$ cat src/sv/class_aware_nms_engine_unit_assert.svh
// Assertion macros used by the suppression engine datapath.
`ifndef CLASS_AWARE_NMS_ENGINE_UNIT_ASSERT_SVH
`define CLASS_AWARE_NMS_ENGINE_UNIT_ASSERT_SVH

// The consequent must hold in the same cycle as the antecedent.
`define CANMS_ASSERT_SAME(lbl, ante, cons, msg) \
  lbl: assert property (@(posedge clk) disable iff (rst) (ante) |-> (cons)) \
    else $error(msg);

// The consequent must hold in the cycle after the antecedent.
`define CANMS_ASSERT_NEXT(lbl, ante, cons, msg) \
  lbl: assert property (@(posedge clk) disable iff (rst) (ante) |=> (cons)) \
    else $error(msg);

`endif

$ cat src/sv/canms_pkg.sv
// Types, constants and codes shared by the suppression engine modules.
`default_nettype none
package canms_pkg;

  localparam int CAND_DEPTH_DEF = 256;
  localparam int MAX_KEEP_DEF   = 32;

  localparam int SCORE_W  = 16;
  localparam int CLASS_W  = 8;
  localparam int COORD_W  = 12;
  localparam int SIZE_W   = 13;
  localparam int EDGE_W   = 14;
  localparam int AREA_W   = 2 * SIZE_W;
  localparam int INTER_W  = 2 * EDGE_W;
  localparam int UNION_W  = AREA_W + 1;
  localparam int THR_W    = 16;
  localparam int MK_W     = 6;
  localparam int PROD_W   = THR_W + UNION_W;
  localparam int CMPW     = INTER_W + 16;

  localparam int CFG_IDX_W  = 1;
  localparam int CFG_DATA_W = 16;

  localparam logic [CFG_IDX_W-1:0] CFG_THRESHOLD = 1'b0;
  localparam logic [CFG_IDX_W-1:0] CFG_MAX_KEEP  = 1'b1;

  localparam logic [THR_W-1:0] THR_RESET  = 16'd29491;
  localparam logic [MK_W-1:0]  MAXK_RESET = 6'd32;

  localparam int SUP_LAT = 6;
  localparam int WCNT_W  = 3;

  typedef struct packed {
    logic [SCORE_W-1:0] score;
    logic [CLASS_W-1:0] class_id;
    logic [COORD_W-1:0] left;
    logic [COORD_W-1:0] top;
    logic [SIZE_W-1:0]  box_width;
    logic [SIZE_W-1:0]  box_height;
    logic               last;
  } cand_t;

  typedef struct packed {
    logic [SCORE_W-1:0] score;
    logic [CLASS_W-1:0] class_id;
    logic [COORD_W-1:0] left;
    logic [COORD_W-1:0] top;
    logic [SIZE_W-1:0]  box_width;
    logic [SIZE_W-1:0]  box_height;
  } rec_t;

  typedef struct packed {
    logic [SCORE_W-1:0] kept_score;
    logic [CLASS_W-1:0] kept_class;
    logic [COORD_W-1:0] kept_left;
    logic [COORD_W-1:0] kept_top;
    logic [SIZE_W-1:0]  kept_width;
    logic [SIZE_W-1:0]  kept_height;
    logic               final_result;
    logic               overflow;
  } result_t;

  typedef enum logic [3:0] {
    S_LOAD,
    S_SEL_INIT,
    S_SCAN_INIT,
    S_SCAN,
    S_SCAN_WAIT,
    S_SCAN_END,
    S_CMP,
    S_KEEP,
    S_OUT,
    S_OUT_END
  } state_t;

  typedef struct packed {
    logic load;
    logic sel_init;
    logic scan_init;
    logic scan_step;
    logic scan_end;
    logic cmp_next;
    logic keep;
    logic out_init;
    logic out_step;
    logic clear;
  } cmd_t;

  typedef struct packed {
    logic cand_empty;
    logic scan_last;
    logic all_visited;
    logic kept_none;
    logic keep_full_next;
    logic j_last;
    logic suppress;
  } status_t;

endpackage
`default_nettype wire

$ cat src/sv/canms_ctrl.sv
// Controller state machine sequencing load, ordering scan, overlap checks and output.
`default_nettype none
module canms_ctrl (
  input  logic               clk,
  input  logic               rst,
  input  logic               start,
  input  logic               cand_last,
  input  canms_pkg::status_t status,
  output canms_pkg::cmd_t    cmd,
  output logic               busy
);
  import canms_pkg::*;

  state_t state, state_next;
  logic [WCNT_W-1:0] wcnt, wcnt_next;

  always_ff @(posedge clk) begin
    if (rst) begin
      state <= S_LOAD;
      wcnt  <= '0;
    end else begin
      state <= state_next;
      wcnt  <= wcnt_next;
    end
  end

  always_comb begin
    state_next = state;
    wcnt_next  = wcnt;
    cmd        = '0;
    busy       = 1'b1;
    unique case (state)
      S_LOAD: begin
        busy     = 1'b0;
        cmd.load = start;
        if (start && cand_last) begin
          state_next = S_SEL_INIT;
        end
      end
      S_SEL_INIT: begin
        if (status.cand_empty) begin
          cmd.clear  = 1'b1;
          state_next = S_LOAD;
        end else begin
          cmd.sel_init = 1'b1;
          state_next   = S_SCAN_INIT;
        end
      end
      S_SCAN_INIT: begin
        cmd.scan_init = 1'b1;
        state_next    = S_SCAN;
      end
      S_SCAN: begin
        cmd.scan_step = 1'b1;
        if (status.scan_last) begin
          state_next = S_SCAN_WAIT;
        end
      end
      S_SCAN_WAIT: begin
        state_next = S_SCAN_END;
      end
      S_SCAN_END: begin
        cmd.scan_end = 1'b1;
        wcnt_next    = '0;
        state_next   = status.kept_none ? S_KEEP : S_CMP;
      end
      S_CMP: begin
        if (wcnt == WCNT_W'(SUP_LAT)) begin
          wcnt_next = '0;
          if (status.suppress) begin
            if (status.all_visited) begin
              cmd.out_init = 1'b1;
              state_next   = S_OUT;
            end else begin
              state_next = S_SCAN_INIT;
            end
          end else if (status.j_last) begin
            state_next = S_KEEP;
          end else begin
            cmd.cmp_next = 1'b1;
          end
        end else begin
          wcnt_next = wcnt + WCNT_W'(1);
        end
      end
      S_KEEP: begin
        cmd.keep = 1'b1;
        if (status.keep_full_next || status.all_visited) begin
          cmd.out_init = 1'b1;
          state_next   = S_OUT;
        end else begin
          state_next = S_SCAN_INIT;
        end
      end
      S_OUT: begin
        cmd.out_step = 1'b1;
        if (status.j_last) begin
          state_next = S_OUT_END;
        end
      end
      S_OUT_END: begin
        cmd.clear  = 1'b1;
        state_next = S_LOAD;
      end
      default: begin
        state_next = S_LOAD;
      end
    endcase
  end
endmodule
`default_nettype wire

$ cat config.mk
export PLATFORM = sky130hd
export DESIGN_NAME = canms_ctrl
export DESIGN_NICKNAME = d
export VERILOG_FILES = /design/src/sv/class_aware_nms_engine_unit_assert.svh /design/src/sv/canms_pkg.sv /design/src/sv/canms_ctrl.sv
export SDC_FILE = /design/constraint.sdc
export NUM_CORES = 1
export LEC_CHECK = 0
export ABC_AREA = 1
export BUFFER_PORTS_ARGS = -buffer_cell sky130_fd_sc_hd__buf_2
export CORE_AREA = 5 5 42 44
export CTS_BUF_LIST = sky130_fd_sc_hd__clkbuf_2 sky130_fd_sc_hd__clkbuf_4 sky130_fd_sc_hd__clkbuf_8
export CTS_CLUSTER_DIAMETER = 80
export DETAILED_ROUTE_END_ITERATION = 12
export DIE_AREA = 0 0 47 49
export GPL_ROUTABILITY_DRIVEN = 0
export PLACE_DENSITY = 0.82
export SKIP_LAST_GASP = 1
export SYNTH_ARGS = -nofsm -noshare
export SYNTH_HDL_FRONTEND = slang
export SYNTH_SLANG_ARGS = --single-unit
$ cat constraint.sdc
create_clock -name clk -period 1.25 [get_ports clk]
set_input_delay 0.0625 -clock clk [delete_from_list [all_inputs] [get_ports clk]]
set_output_delay 0.0625 -clock clk [all_outputs]
set_load 0.02 [all_outputs]
==> results.py <==
metrics = {
    "clock_tree": {
        "cts_made_buffers": 3,
        "cts_tree": "yes",
        "worstSkewPairLatency_ps": 260,
        "cts-root-buf": "clkbuf_4",
        "cts_hold_buf": 0,
        "clk_pin_slew_ps": 50,
        "cts_max_path_buffers": 2,
        "cts.sinks": 7,
        "cts_max_level": 1,
    },
    "sta": {
        "min_period_ps": 1426,
        "relSlewSlack_pct": 82.82,
        "slew_violations": 0,
        "setup_tns_ps": -1112,
        "fin_skew_ps": 2.780,
        "timing.final.crit_share_pct": 114.1,
        "rsz0062_at_grt": "true",
        "setup_viol": 14,
        "final.setup.worst_slack_ps": -175.8,
        "timing.fmax_mhz": 701.3,
        "hold_viol": 0,
        "whs_ps": 37.19,
        "tightest_slew_ps": 256.8,
    },
    "routing": {
        "drc": 0,
        "drt_pre_antenna_iters": 4,
        "postRouteAntennaNets": 0,
        "viasPerCell": 5.403,
        "vias": 859,
        "drt_iter0_markers": 10,
        "wl_um": 2390,
        "wl_per_cell_um": 15.03,
    },
    "yosys": {
        "ys_seq_area_share_pct": 23.09,
        "yosysWarnings": 0,
        "netlist_area_um2": 606.8,
        "ys_ff_latch": 7,
        "synth_cell_types": 19,
        "postSynthCellCount": 103,
        "syn_nets": 114,
        "avgSynthCellArea_um2": 5.892,
    },
    "floorplan": {
        "die_x_um": 47,
        "initial_core_util_pct": 43.30,
        "dieArea_um2": 2303,
        "io_pins": 22,
        "core_area_um2": 1401,
        "num_rows": 14,
        "die_h_um": 49,
    },
    "worst_setup_path": {
        "critPathKind": "reg -> out",
        "worst_ep_arrival_time_ps": 1360,
        "ff2ff_setup_slack_ps": -140,
        "reg2reg_from": "state[1]$_SDFFE_PP0P_",
        "r2r-end": "state[1]$_SDFFE_PP0P_",
        "cp-start-kind": "register",
        "rr_worst_depth": 9,
        "worstPathMaxFanout": 6,
        "crit_required_ps": 1190,
        "end_kind": "output port",
        "startpoint": "state[1]$_SDFFE_PP0P_",
    },
    "final_layout": {
        "syn_to_final_growth_pct": 69.28,
        "drive_gt1_share_pct": 58.74,
        "num_antenna_cells": 0,
        "fin_nets": 155,
    },
    "pwr": {
        "p_sw_w": 0.0002105,
        "pwr-share-comb_pct": 26.9,
        "internal_power_w": 0.0004342,
        "ir_worst_vdd_v": 0.0005323,
        "finalPower_w": 0.0006447,
        "power.density_nw_per_um2": 627.6,
        "p_seq_share_pct": 36.8,
        "p_leak_nw": 0.5179,
        "p_sw_share_pct": 32.65,
        "pwr-share-clk_pct": 36.4,
    },
    "worst_hold_path": {
        "hold_class": "in -> reg",
        "min_to": "state[1]$_SDFFE_PP0P_",
        "hold_start": "rst",
        "hold_depth": 2,
    },
    "job": {
        "maxCapViolCount": 0,
    },
    "global_route": {
        "grt_max_degree": 7,
        "antenna_found_initial": 0,
        "grt_pass1_vias": 800,
        "grtUsageTotal_pct": 18.27,
        "grt_pass1_wl_um": 3098,
        "overflow": 0,
    },
    "status": {
        "violations": "negative setup slack",
        "status": "complete, but fails checks",
    },
    "placement": {
        "hpwlAfterDp_um": 1424,
        "portBuffers": 21,
    },
}
==> cells in the final DEF, fill, tap and decap left out <==
| cell type | n |
|---|---|
| a211oi_1 | 2 |
| a211oi_2 | 1 |
| a21oi_1 | 4 |
| a21oi_2 | 3 |
| buf_2 | 17 |
| buf_4 | 15 |
| buf_6 | 4 |
| clkbuf_4 | 4 |
| dfxtp_1 | 3 |
| dfxtp_4 | 4 |
| inv_1 | 12 |
| inv_2 | 4 |
| inv_4 | 2 |
| nand2_1 | 21 |
| nand2_2 | 10 |
| nand2_4 | 3 |
| nand3_1 | 5 |
| nand3_2 | 2 |
| nand3_4 | 2 |
| nand4_1 | 2 |
| nor2_1 | 7 |
| nor2_2 | 6 |
| nor2_4 | 4 |
| nor3_4 | 2 |
| o21ai_0 | 2 |
| o21ai_1 | 1 |
| o21ai_2 | 1 |
==> synth_stat cells <==
cell,n,area share (%)
a211oi_1,2,2.5
a211oi_2,1,2.1
a21oi_1,5,4.1
a21oi_2,2,2.9
dfxtp_1,7,23
inv_1,16,9.9
inv_2,2,1.2
nand2_1,27,17
nand2_2,7,7.2
nand3_1,7,5.8
nand3_2,2,3.3
nand4_1,2,2.1
nor2_1,14,8.7
nor2_2,1,1.0
nor2_4,2,3.7
nor3_1,1,0.82
nor3_2,1,1.6
o21ai_0,3,2.5
o21ai_1,1,0.82
==> logic make-up (layout without fill, tap and decap cells) <==
logic type,after synthesis,count (layout),synth area share [%]
AOI/OAI and AO/OA,14,14,14.84
buffers and inverters,18,58,11.13
DFF,7,7,23.09
and+or+nand+nor,64,64,50.93
==> sequential cells by signal, summed over array words and instances, names as in the netlist <==
name	cells
state	4
wcnt	3
==> power by group through the flow <==
| stage | clock network (W) | registers, W | logic [W] |
|---|---|---|---|
| after floorplan | 0 | 0.000238 | 0.0000839 |
| after detailed placement | 0 | 0.000239 | 0.000129 |
| after global routing | 0.000252 | 0.000237 | 0.000189 |
| final | 0.000234 | 0.000237 | 0.000173 |
| after CTS | 0.000242 | 0.000233 | 0.000150 |
| after global placement | 0 | 0.000238 | 0.000125 |
==> how the worst max path moves through the flow <==
stage,end,slack [ps],depth (start not counted)
2_1_floorplan,state[3]$_SDFFE_PP0P_,9,6
3_3_place_gp,state[1]$_SDFFE_PP0P_,-60,8
3_5_place_dp,state[1]$_SDFFE_PP0P_,-90,8
4_1_cts,cmd[2],-60,5
5_1_grt,cmd[4],-220,5
6_report,cmd[4],-180,5
==> what timing repair did <==
| item | in CTS | in global routing |
|---|---|---|
| setup buffers | 6 | 7 |
| setup endpoints to repair | 13 | 14 |
| gates resized for setup | 25 | 20 |
| pin swaps | 7 | 7 |
| endpoints found under the hold margin | 0 | 0 |
==> critical path: stages (launching register included) <==
cell     delay (ps)
dfxtp_4         400
inv_2            80
nor2_2          180
nand2_2         130
nor3_4          170
buf_6           150
==> routing by layer <==
layer / GRT usage [%] / part of all wire (%) / vias to the layer above / wire [µm]
met1: 17.44 / 36 / 403 / 859
met4: 16.59 / 7.0 / 0 / 168
met2: 31.45 / 52 / 32 / 1232
met5: 0 / 0 / - / 0
met3: 1.845 / 5.4 / 17 / 129
li1: - / - / 407 / -
==> cell type report <==
cell class                      instances  area (µm²)
Clock buffer                            4       30.03
Multi-Input combinational cell         78       506.7
Fill cell                             105       374.1
Sequential cell                         7       155.1
Inverter                               18       72.57
Tap cell                               16       20.02
Timing Repair Buffer                   36       242.7
==> stage by stage <==
stage	worst slack, ps	cell area (µm²)	cells	utilization, %
final	-175.8	1027	159	73.30
after global routing	-222.6	1027	159	73.30
after CTS	-59.52	894.6	152	63.84
after detailed placement	-85.83	759.5	142	54.20
after global placement	-55.57	759.5	142	54.20
after floorplan	8.846	619.3	103	-
Power figures use the tool's default switching activity.
